### config.mk
export PLATFORM = sky130hd
export DESIGN_NAME = stream_bitrate_adapter_flat
export DESIGN_NICKNAME = d
export VERILOG_FILES = /design/src/hw/rtl/sba_pkg.sv /design/src/hw/rtl/sba_if.sv /design/src/hw/rtl/stream_bitrate_adapter.sv /design/src/flat_wrapper.sv
export SDC_FILE = /design/constraint.sdc
export NUM_CORES = 2
export LEC_CHECK = 0
export ABC_CLOCK_PERIOD_IN_PS = 23800
export BUFFER_PORTS_ARGS = -buffer_cell sky130_fd_sc_hd__buf_2
export CAP_MARGIN = 0
export CORE_MARGIN = 4
export CORE_UTILIZATION = 64
export DETAILED_ROUTE_END_ITERATION = 10
export MAX_ROUTING_LAYER = met4
export PLACE_DENSITY_LB_ADDON = 0.25
export SLEW_MARGIN = 0
export SYNTH_ARGS = -nofsm -noshare
export SYNTH_HDL_FRONTEND = slang
export SYNTH_SLANG_ARGS = --single-unit
### constraint.sdc
create_clock -name clk -period 23.8 [get_ports clk]
set_clock_uncertainty 0.2 [all_clocks]
set_input_delay 2.38 -clock clk [delete_from_list [all_inputs] [get_ports clk]]
set_output_delay 2.38 -clock clk [all_outputs]
set_load 0.02 [all_outputs]
### src/hw/rtl/sba_pkg.sv
`default_nettype none

package sba_pkg;

  localparam int BR_W    = 24;
  localparam int MS_W    = 32;
  localparam int IVL_W   = 16;
  localparam int ACT_W   = 3;
  localparam int CIDX_W  = 3;
  localparam int CDATA_W = 32;

  typedef enum logic [ACT_W-1:0] {
    ACT_HELD    = 3'd0,
    ACT_SAME    = 3'd1,
    ACT_DEC     = 3'd2,
    ACT_INC     = 3'd3,
    ACT_RESTART = 3'd4
  } action_t;

  localparam logic CMD_EVAL    = 1'b0;
  localparam logic CMD_RESTART = 1'b1;

  localparam logic [CIDX_W-1:0] REG_MAX_BR   = 3'd0;
  localparam logic [CIDX_W-1:0] REG_MIN_BR   = 3'd1;
  localparam logic [CIDX_W-1:0] REG_INTERVAL = 3'd2;
  localparam logic [CIDX_W-1:0] REG_Q_THRESH = 3'd3;
  localparam logic [CIDX_W-1:0] REG_Q_LOW    = 3'd4;

  localparam logic [BR_W-1:0] INC_STEP_MIN = 24'd50;
  localparam logic [BR_W-1:0] INC_STEP_MAX = 24'd100;
  localparam logic [BR_W-1:0] DEC_STEP_MIN = 24'd100;

  localparam logic [IVL_W-1:0] INTERVAL_RST = 16'd1000;
  localparam logic [MS_W-1:0]  Q_THRESH_RST = 32'd500;
  localparam logic [MS_W-1:0]  Q_LOW_RST    = 32'd150;

  // ceil(2^27 / 10); (x * DIV10_MULT) >> 27 equals x / 10 for all x below 2^26.
  localparam logic [BR_W-1:0] DIV10_MULT  = 24'd13421773;
  localparam int              DIV10_SHIFT = 27;

endpackage

`default_nettype wire

### src/hw/rtl/sba_if.sv
`default_nettype none

interface sba_in_if;
  logic                     valid;
  logic                     ready;
  logic                     command;
  logic [sba_pkg::BR_W-1:0] in_bitrate;
  logic [sba_pkg::BR_W-1:0] out_bitrate;
  logic [sba_pkg::BR_W-1:0] net_bitrate;
  logic                     dropping;
  logic [sba_pkg::MS_W-1:0] queue_ms;
  logic [sba_pkg::MS_W-1:0] now_ms;

  modport source (output valid, command, in_bitrate, out_bitrate, net_bitrate, dropping,
                  queue_ms, now_ms, input ready);
  modport sink (input valid, command, in_bitrate, out_bitrate, net_bitrate, dropping,
                queue_ms, now_ms, output ready);
endinterface

interface sba_out_if;
  logic                     valid;
  logic                     ready;
  logic [sba_pkg::BR_W-1:0] recommended_bitrate;
  sba_pkg::action_t         action;

  modport source (output valid, recommended_bitrate, action, input ready);
  modport sink (input valid, recommended_bitrate, action, output ready);
endinterface

interface sba_cfg_if;
  logic                        valid;
  logic                        ready;
  logic [sba_pkg::CIDX_W-1:0]  index;
  logic [sba_pkg::CDATA_W-1:0] data;

  modport source (output valid, index, data, input ready);
  modport sink (input valid, index, data, output ready);
endinterface

`default_nettype wire

### src/hw/rtl/stream_bitrate_adapter.sv
// An accepted word passes the input register and then the output register.
// Throughput: one word per cycle unless the output stalls; the recommendation and
// hold-off registers are updated by a single stage that reads them for the next word.
// The configuration port is always ready and writes take effect at the next edge.
// Reset (rst_n low, synchronous) empties both stages, clears the hold-off window,
// sets the recommendation to zero and loads the register reset values.
`default_nettype none

module stream_bitrate_adapter (
  input  wire           clk,
  input  wire           rst_n,
  sba_in_if.sink        in_ch,
  sba_out_if.source     out_ch,
  sba_cfg_if.sink       cfg_ch
);

  // Configuration registers
  logic [sba_pkg::BR_W-1:0]  max_br_r;
  logic [sba_pkg::BR_W-1:0]  min_br_r;
  logic [sba_pkg::IVL_W-1:0] interval_r;
  logic [sba_pkg::MS_W-1:0]  q_thresh_r;
  logic [sba_pkg::MS_W-1:0]  q_low_r;

  // State
  logic [sba_pkg::BR_W-1:0]  rec_r, rec_nxt;
  logic                      hold_active_r, hold_active_nxt;
  logic [sba_pkg::MS_W-1:0]  hold_start_r, hold_start_nxt;
  logic                      hold_double_r, hold_double_nxt;

  // Input stage
  logic                      s0_valid_r;
  logic                      s0_cmd_r;
  logic [sba_pkg::BR_W-1:0]  s0_in_br_r;
  logic [sba_pkg::BR_W-1:0]  s0_out_br_r;
  logic [sba_pkg::BR_W-1:0]  s0_net_br_r;
  logic                      s0_drop_r;
  logic [sba_pkg::MS_W-1:0]  s0_queue_r;
  logic [sba_pkg::MS_W-1:0]  s0_now_r;

  // Output stage
  logic                      out_valid_r;
  logic [sba_pkg::BR_W-1:0]  out_rec_r;
  sba_pkg::action_t          out_act_r;
  sba_pkg::action_t          act_nxt;

  logic out_load;
  logic s0_fire;
  logic in_fire;

  assign out_load = !out_valid_r || out_ch.ready;
  assign s0_fire  = s0_valid_r && out_load;
  assign in_ch.ready = !s0_valid_r || out_load;
  assign in_fire  = in_ch.valid && in_ch.ready;

  assign cfg_ch.ready = 1'b1;

  assign out_ch.valid               = out_valid_r;
  assign out_ch.recommended_bitrate = out_rec_r;
  assign out_ch.action              = out_act_r;

  always_ff @(posedge clk) begin
    if (!rst_n) begin
      max_br_r   <= '0;
      min_br_r   <= '0;
      interval_r <= sba_pkg::INTERVAL_RST;
      q_thresh_r <= sba_pkg::Q_THRESH_RST;
      q_low_r    <= sba_pkg::Q_LOW_RST;
    end else if (cfg_ch.valid) begin
      case (cfg_ch.index)
        sba_pkg::REG_MAX_BR:   max_br_r   <= cfg_ch.data[sba_pkg::BR_W-1:0];
        sba_pkg::REG_MIN_BR:   min_br_r   <= cfg_ch.data[sba_pkg::BR_W-1:0];
        sba_pkg::REG_INTERVAL: interval_r <= cfg_ch.data[sba_pkg::IVL_W-1:0];
        sba_pkg::REG_Q_THRESH: q_thresh_r <= cfg_ch.data[sba_pkg::MS_W-1:0];
        sba_pkg::REG_Q_LOW:    q_low_r    <= cfg_ch.data[sba_pkg::MS_W-1:0];
        default: ;
      endcase
    end
  end

  // Input register
  always_ff @(posedge clk) begin
    if (!rst_n) begin
      s0_valid_r <= 1'b0;
    end else if (in_ch.ready) begin
      s0_valid_r <= in_ch.valid;
    end
  end

  always_ff @(posedge clk) begin
    if (in_fire) begin
      s0_cmd_r    <= in_ch.command;
      s0_in_br_r  <= in_ch.in_bitrate;
      s0_out_br_r <= in_ch.out_bitrate;
      s0_net_br_r <= in_ch.net_bitrate;
      s0_drop_r   <= in_ch.dropping;
      s0_queue_r  <= in_ch.queue_ms;
      s0_now_r    <= in_ch.now_ms;
    end
  end

  // Evaluation logic
  logic [sba_pkg::BR_W-1:0]    r0;
  logic [sba_pkg::IVL_W:0]     window;
  logic [sba_pkg::MS_W-1:0]    elapsed;
  logic                        held;
  logic [sba_pkg::BR_W-1:0]    v_lo;
  logic [sba_pkg::BR_W-1:0]    v;
  logic [sba_pkg::BR_W-1:0]    cap;
  logic [2*sba_pkg::BR_W-1:0]  v_prod;
  logic [sba_pkg::BR_W-1:0]    v_div10;
  logic                        dec_cond;
  logic [sba_pkg::BR_W:0]      dec_step;
  logic                        dec_small;
  logic [sba_pkg::BR_W-1:0]    dec_val;
  logic [sba_pkg::BR_W-1:0]    dec_res;
  logic                        inc_cond;
  logic [sba_pkg::BR_W-1:0]    inc_diff;
  logic [sba_pkg::BR_W-1:0]    inc_step;
  logic [sba_pkg::BR_W:0]      inc_sum;
  logic [sba_pkg::BR_W-1:0]    inc_res;

  always_comb begin
    r0      = (rec_r == '0) ? s0_in_br_r : rec_r;
    window  = hold_double_r ? {interval_r, 1'b0} : {1'b0, interval_r};
    elapsed = s0_now_r - hold_start_r;
    held    = hold_active_r &&
              (elapsed < {{(sba_pkg::MS_W - sba_pkg::IVL_W - 1){1'b0}}, window});

    v_lo = (s0_out_br_r < s0_net_br_r) ? s0_out_br_r : s0_net_br_r;
    v    = (v_lo < min_br_r) ? min_br_r : v_lo;
    cap  = (max_br_r < s0_net_br_r) ? max_br_r : s0_net_br_r;

    // floor((10r - 9v) / 10) = (r - v) + floor(v / 10)
    v_prod  = v * sba_pkg::DIV10_MULT;
    v_div10 = {{(sba_pkg::DIV10_SHIFT - sba_pkg::BR_W){1'b0}},
               v_prod[2*sba_pkg::BR_W-1:sba_pkg::DIV10_SHIFT]};
    dec_cond  = (s0_drop_r || (s0_queue_r > q_thresh_r)) && (r0 > v);
    dec_step  = {1'b0, r0 - v} + {1'b0, v_div10};
    dec_small = dec_step < {1'b0, sba_pkg::DEC_STEP_MIN};
    // With the full step the new rate is v - floor(v / 10).
    dec_val   = dec_small ? (r0 - sba_pkg::DEC_STEP_MIN) : (v - v_div10);
    if ((dec_small && (r0 < sba_pkg::DEC_STEP_MIN)) || (dec_val < min_br_r)) begin
      dec_res = min_br_r;
    end else begin
      dec_res = dec_val;
    end

    inc_cond = !s0_drop_r && (s0_queue_r < q_low_r) && (r0 < cap);
    inc_diff = s0_net_br_r - r0;
    if (inc_diff < sba_pkg::INC_STEP_MIN) begin
      inc_step = sba_pkg::INC_STEP_MIN;
    end else if (inc_diff > sba_pkg::INC_STEP_MAX) begin
      inc_step = sba_pkg::INC_STEP_MAX;
    end else begin
      inc_step = inc_diff;
    end
    inc_sum = {1'b0, r0} + {1'b0, inc_step};
    inc_res = (inc_sum > {1'b0, max_br_r}) ? max_br_r : inc_sum[sba_pkg::BR_W-1:0];
  end

  always_comb begin
    rec_nxt         = r0;
    act_nxt         = sba_pkg::ACT_SAME;
    hold_active_nxt = hold_active_r;
    hold_start_nxt  = hold_start_r;
    hold_double_nxt = hold_double_r;
    if (s0_cmd_r == sba_pkg::CMD_RESTART) begin
      rec_nxt = max_br_r;
      act_nxt = sba_pkg::ACT_RESTART;
    end else if (held) begin
      act_nxt = sba_pkg::ACT_HELD;
    end else begin
      hold_active_nxt = 1'b0;
      if (dec_cond) begin
        rec_nxt         = dec_res;
        act_nxt         = sba_pkg::ACT_DEC;
        hold_active_nxt = 1'b1;
        hold_start_nxt  = s0_now_r;
        hold_double_nxt = 1'b0;
      end else if (inc_cond) begin
        rec_nxt         = inc_res;
        act_nxt         = sba_pkg::ACT_INC;
        hold_active_nxt = 1'b1;
        hold_start_nxt  = s0_now_r;
        hold_double_nxt = 1'b1;
      end
    end
  end

  always_ff @(posedge clk) begin
    if (!rst_n) begin
      rec_r         <= '0;
      hold_active_r <= 1'b0;
      hold_start_r  <= '0;
      hold_double_r <= 1'b0;
      out_valid_r   <= 1'b0;
    end else begin
      if (s0_fire) begin
        rec_r         <= rec_nxt;
        hold_active_r <= hold_active_nxt;
        hold_start_r  <= hold_start_nxt;
        hold_double_r <= hold_double_nxt;
      end
      if (out_load) begin
        out_valid_r <= s0_valid_r;
      end
    end
  end

  always_ff @(posedge clk) begin
    if (s0_fire) begin
      out_rec_r <= rec_nxt;
      out_act_r <= act_nxt;
    end
  end

`ifndef SYNTH
  // The output word always mirrors the recommendation it left behind.
  a_out_matches_state: assert property (@(posedge clk) disable iff (!rst_n)
    s0_fire |=> (out_rec_r == rec_r))
    else $error("output word does not match recommendation state");

  a_dec_floor: assert property (@(posedge clk) disable iff (!rst_n)
    (out_valid_r && (out_act_r == sba_pkg::ACT_DEC)) |-> (out_rec_r >= min_br_r))
    else $error("decrease went below the floor bitrate");

  a_inc_ceiling: assert property (@(posedge clk) disable iff (!rst_n)
    (out_valid_r && (out_act_r == sba_pkg::ACT_INC)) |-> (out_rec_r <= max_br_r))
    else $error("increase went above the ceiling bitrate");

  a_change_starts_window: assert property (@(posedge clk) disable iff (!rst_n)
    (s0_fire && ((act_nxt == sba_pkg::ACT_DEC) || (act_nxt == sba_pkg::ACT_INC)))
      |=> (hold_active_r && (hold_start_r == $past(s0_now_r))))
    else $error("rate change did not open a hold-off window");

  a_stall_only_when_full: assert property (@(posedge clk) disable iff (!rst_n)
    !in_ch.ready |-> (s0_valid_r && out_valid_r && !out_ch.ready))
    else $error("input stalled while a stage was free");
`endif

endmodule

`default_nettype wire
### src/flat_wrapper.sv
// flat-port wrapper written by rule: the top's interface ports become plain ports
module stream_bitrate_adapter_flat 
  (clk, rst_n, in_ch_valid, in_ch_command, in_ch_in_bitrate, in_ch_out_bitrate, in_ch_net_bitrate, in_ch_dropping, in_ch_queue_ms, in_ch_now_ms, in_ch_ready, out_ch_valid, out_ch_recommended_bitrate, out_ch_action, out_ch_ready, cfg_ch_valid, cfg_ch_index, cfg_ch_data, cfg_ch_ready);
  sba_in_if in_ch_i ();
  sba_out_if out_ch_i ();
  sba_cfg_if cfg_ch_i ();
  input  wire clk;
  input  wire rst_n;
  input wire logic [$bits(in_ch_i.valid)-1:0] in_ch_valid;
  input wire logic [$bits(in_ch_i.command)-1:0] in_ch_command;
  input wire logic [$bits(in_ch_i.in_bitrate)-1:0] in_ch_in_bitrate;
  input wire logic [$bits(in_ch_i.out_bitrate)-1:0] in_ch_out_bitrate;
  input wire logic [$bits(in_ch_i.net_bitrate)-1:0] in_ch_net_bitrate;
  input wire logic [$bits(in_ch_i.dropping)-1:0] in_ch_dropping;
  input wire logic [$bits(in_ch_i.queue_ms)-1:0] in_ch_queue_ms;
  input wire logic [$bits(in_ch_i.now_ms)-1:0] in_ch_now_ms;
  output wire logic [$bits(in_ch_i.ready)-1:0] in_ch_ready;
  output wire logic [$bits(out_ch_i.valid)-1:0] out_ch_valid;
  output wire logic [$bits(out_ch_i.recommended_bitrate)-1:0] out_ch_recommended_bitrate;
  output wire logic [$bits(out_ch_i.action)-1:0] out_ch_action;
  input wire logic [$bits(out_ch_i.ready)-1:0] out_ch_ready;
  input wire logic [$bits(cfg_ch_i.valid)-1:0] cfg_ch_valid;
  input wire logic [$bits(cfg_ch_i.index)-1:0] cfg_ch_index;
  input wire logic [$bits(cfg_ch_i.data)-1:0] cfg_ch_data;
  output wire logic [$bits(cfg_ch_i.ready)-1:0] cfg_ch_ready;
  assign in_ch_i.valid = in_ch_valid;
  assign in_ch_i.command = in_ch_command;
  assign in_ch_i.in_bitrate = in_ch_in_bitrate;
  assign in_ch_i.out_bitrate = in_ch_out_bitrate;
  assign in_ch_i.net_bitrate = in_ch_net_bitrate;
  assign in_ch_i.dropping = in_ch_dropping;
  assign in_ch_i.queue_ms = in_ch_queue_ms;
  assign in_ch_i.now_ms = in_ch_now_ms;
  assign in_ch_ready = in_ch_i.ready;
  assign out_ch_valid = out_ch_i.valid;
  assign out_ch_recommended_bitrate = out_ch_i.recommended_bitrate;
  assign out_ch_action = out_ch_i.action;
  assign out_ch_i.ready = out_ch_ready;
  assign cfg_ch_i.valid = cfg_ch_valid;
  assign cfg_ch_i.index = cfg_ch_index;
  assign cfg_ch_i.data = cfg_ch_data;
  assign cfg_ch_ready = cfg_ch_i.ready;
  stream_bitrate_adapter u_core (.clk(clk), .rst_n(rst_n), .in_ch(in_ch_i), .out_ch(out_ch_i), .cfg_ch(cfg_ch_i));
endmodule
==> metrics.md <==
| Metric | Value |
|---|---|
| Initial Utilization | `about 65%` |
| Cell taking the most area after synthesis | `ha_1` |
| Sequential-to-total area share from yosys stat | `22.8%` |
| Mapped Area | `38200 um2` |
| Fill count | `~4900` |
| Crit path DAT | `~22 ns` |
| Port bufs | `206` |
| Largest net degree at the start of global routing | `between 90 and 100` |
| Pins over their slew limit | `0` |
| Core ar. | `between 50000 and 60000 um2` |
| Clock slew at reported path FFs | `0.06 ns` |
| Clock Sinks | `~350` |
| ANT nets after route | `0` |
| Clock buffers created by TritonCTS | `37` |
| Type of the worst min-delay path | `reg2reg` |
| #FFs+latches synth | `around 350` |
| Worst-skew pair later-pin latency | `roughly 0.55 ns` |
| Worst Max-Slew Pin Slew | `1.18 ns` |
| Width of the die | `between 200 and 300 um` |
| Minimum hold slack | `between 0.2 and 0.3 ns` |
| Final Wtd Congestion | `approximately 1.1` |
| Syn Area/Cell | `between 8 and 9 um2` |
| Resize count post-CTS | `0` |
| Max Cap Viol | `0` |
| RSZ-0062 raised after global routing | `false` |
| Drt wl/cell | `around 22 um` |
| Post-synthesis cell type count | `between 100 and 150` |
| CP max FO | `51` |
| Tcrit/Tclk final | `~90%` |
| Critical path endpoint category | `register` |
| Post-synth top cells | `inv_1, ha_1, nand2_1, nor2_1, a21oi_1` |
| Total routed wirelength | `approximately 120 mm` |
| DRT iter0 DRCs | `around 2900` |
| Layout cells sized above 1 | `slightly below 9%` |
| Crit path max-delay cell type | `a2111oi_0` |
| Cell mode on critical path | `ha_1` |
| Mapped Cells | `approximately 4400` |
| Storage element area | `approximately 8700 um2` |
| First-pass GRT wire length | `between 150 and 200 mm` |
| Clock tree from TritonCTS | `yes` |
| CTS root buf | `clkbuf_16` |
| Warnings from Yosys | `0` |
| Area of the multi-input gates | `about 27000 um2` |
| # setup viols final | `0` |
| Vias per inst | `around 6.2` |
| Ranking of synthesized cells by area | `ha_1, edfxtp_1, fa_1` |
| Antenna violations before repair | `5` |
| # rows | `between 80 and 90` |
| Grt ovf | `0` |
| Hpwl dp | `98.7 mm` |
| DR vias | `~33000` |
| Vert. Die Dim | `about 250 um` |
| Post-CTS setup buffer count | `0` |
| Max incr delay on CP | `0.79 ns` |
| Clock Path Buffers | `3` |
| Rel. slew slack | `between 20% and 30%` |
| CP required | `between 20 and 25 ns` |
| Nets | `between 5000 and 6000` |
| Final hold vios | `0` |
| Top_reg_cell synth | `dfxtp_1` |
| Hold_buf cts | `0` |
| Final TNS setup | `0 ns` |
| Vias in the first global route | `between 30000 and 40000` |
| Worst Setup Path Type | `reg2reg` |
| DRT Pass-1 Iters | `6` |
| # IOs | `approximately 210` |
| Outcome | `completed` |
| Die area | `roughly 64000 um2` |
| Global Route Usage Sum | `about two fifths` |
| CP startpoint kind | `register` |
| CTS H-tree depth | `2` |
| R2r setup slk | `around 2.3 ns` |
| Post-synth EDFFs | `165` |
| Yosys top cell area share | `a little under a fifth` |
| DRC violations left | `0` |
| Max Freq | `between 40 and 50 MHz` |
| Layout area overhead | `8.32%` |
| Async SR Flop Fraction | `0%` |
| Post-layout min period | `21.46 ns` |
| Top-count cell post-synth | `inv_1` |
[worst paths after layout]
check	to	start	cells past startpoint
setup / recovery	u_core.rec_r[1]	u_core.s0_net_br_r[14]	75
hold / removal	u_core.min_br_r[19]	u_core.min_br_r[19]	2
setup reg to reg	u_core.rec_r[1]	u_core.s0_net_br_r[14]	75
hold reg to reg	u_core.min_br_r[19]	u_core.min_br_r[19]	2
[worst max-delay path, delay by kind of cell, from the launching register on]
kind / cells / cell delay [ns]
buffers and inverters: 9 / 2.42
multiplexers: 4 / 1.47
adder cells (fa/ha/maj): 11 / 4.90
flip-flops: 1 / 0.41
XOR/XNOR: 2 / 0.80
AND/OR/NAND/NOR: 18 / 2.67
AO/OA/AOI/OAI: 31 / 8.38
[layer usage]
layer / up-vias / routed length [um] / global-route usage, %
li1: 15600 / - / -
met1: 15800 / 47400 / 47.3
met2: 1465 / 56500 / 62.7
met3: 379 / 9050 / 4.45
met4: 0 / 7520 / 18.5
met5: - / 0 / -
[registers in the layout, summed over array words and instances (netlist names)]
name / flops
u_core.q_low_r: 32
u_core.s0_net_br_r: 24
u_core.out_ch.action: 3
u_core.max_br_r: 24
u_core.out_ch.valid: 1
u_core.out_ch.recommended_bitrate: 24
u_core.q_thresh_r: 32
u_core.s0_in_br_r: 24
u_core.s0_valid_r: 1
u_core.s0_out_br_r: 24
u_core.hold_active_r: 1
u_core.s0_now_r: 32
u_core.interval_r: 16
u_core.min_br_r: 24
u_core.s0_queue_r: 32
u_core.hold_start_r: 32
u_core.hold_double_r: 1
u_core.s0_drop_r: 1
u_core.s0_cmd_r: 1
u_core.rec_r: 24
[placed cells by master, fill, tap and decap left out, drive strengths merged, types with 28 or more instances in the layout]
cell type / netlist / final
a211oi: 34 / 34
a21boi: 186 / 186
a21o: 112 / 112
a21oi: 232 / 232
buf: 17 / 252
clkbuf: 88 / 49
dfxtp: 188 / 188
edfxtp: 165 / 165
fa: 203 / 203
ha: 580 / 580
inv: 629 / 636
mux2i: 73 / 73
nand2: 543 / 543
nand2b: 39 / 39
nand3: 62 / 62
nand4: 43 / 43
nor2: 270 / 270
nor2b: 43 / 43
nor3: 49 / 49
o211ai: 38 / 38
o21a: 28 / 28
o21ai: 175 / 175
xnor2: 149 / 149
xor2: 47 / 47
[metrics by stage]
stage	area, um2	setup WS, ns	utilization, %	cells
after global routing	41400	1.43	70.0	5405
after detailed placement	40200	2.85	68.0	5334
final	41400	2.34	70.0	5405
after global placement	40200	3.31	68.0	5334
after floorplan	38300	5.88	-	4414
after CTS	41400	2.80	70.0	5401
[final cells by class]
type	count	share of cell area, %
multi-input cells	3318	64.6
diodes	4	0.0242
clock buffers	49	2.42
well taps	773	2.34
clock inverters	18	0.471
flip-flops and latches	353	21.1
repair buffers	252	3.33
inverters	638	5.78
[kinds of logic (layout without fill, tap and decap cells)]
| group | after synthesis | count (layout) | synth area share [%] |
|---|---|---|---|
| xor+xnor | 203 | 203 | 4.95 |
| simple gates | 1182 | 1182 | 13.9 |
| mux | 97 | 97 | 2.76 |
| flops | 353 | 353 | 22.8 |
| other cells | 2 | 22 | 0.0196 |
| compound gates | 1022 | 1022 | 18.1 |
| fa+ha+maj | 796 | 796 | 30.0 |
| buf+inv | 743 | 957 | 7.46 |
Power is not shown: default switching activity piles up to over one toggle a cycle in this logic, so the estimate is an artifact.
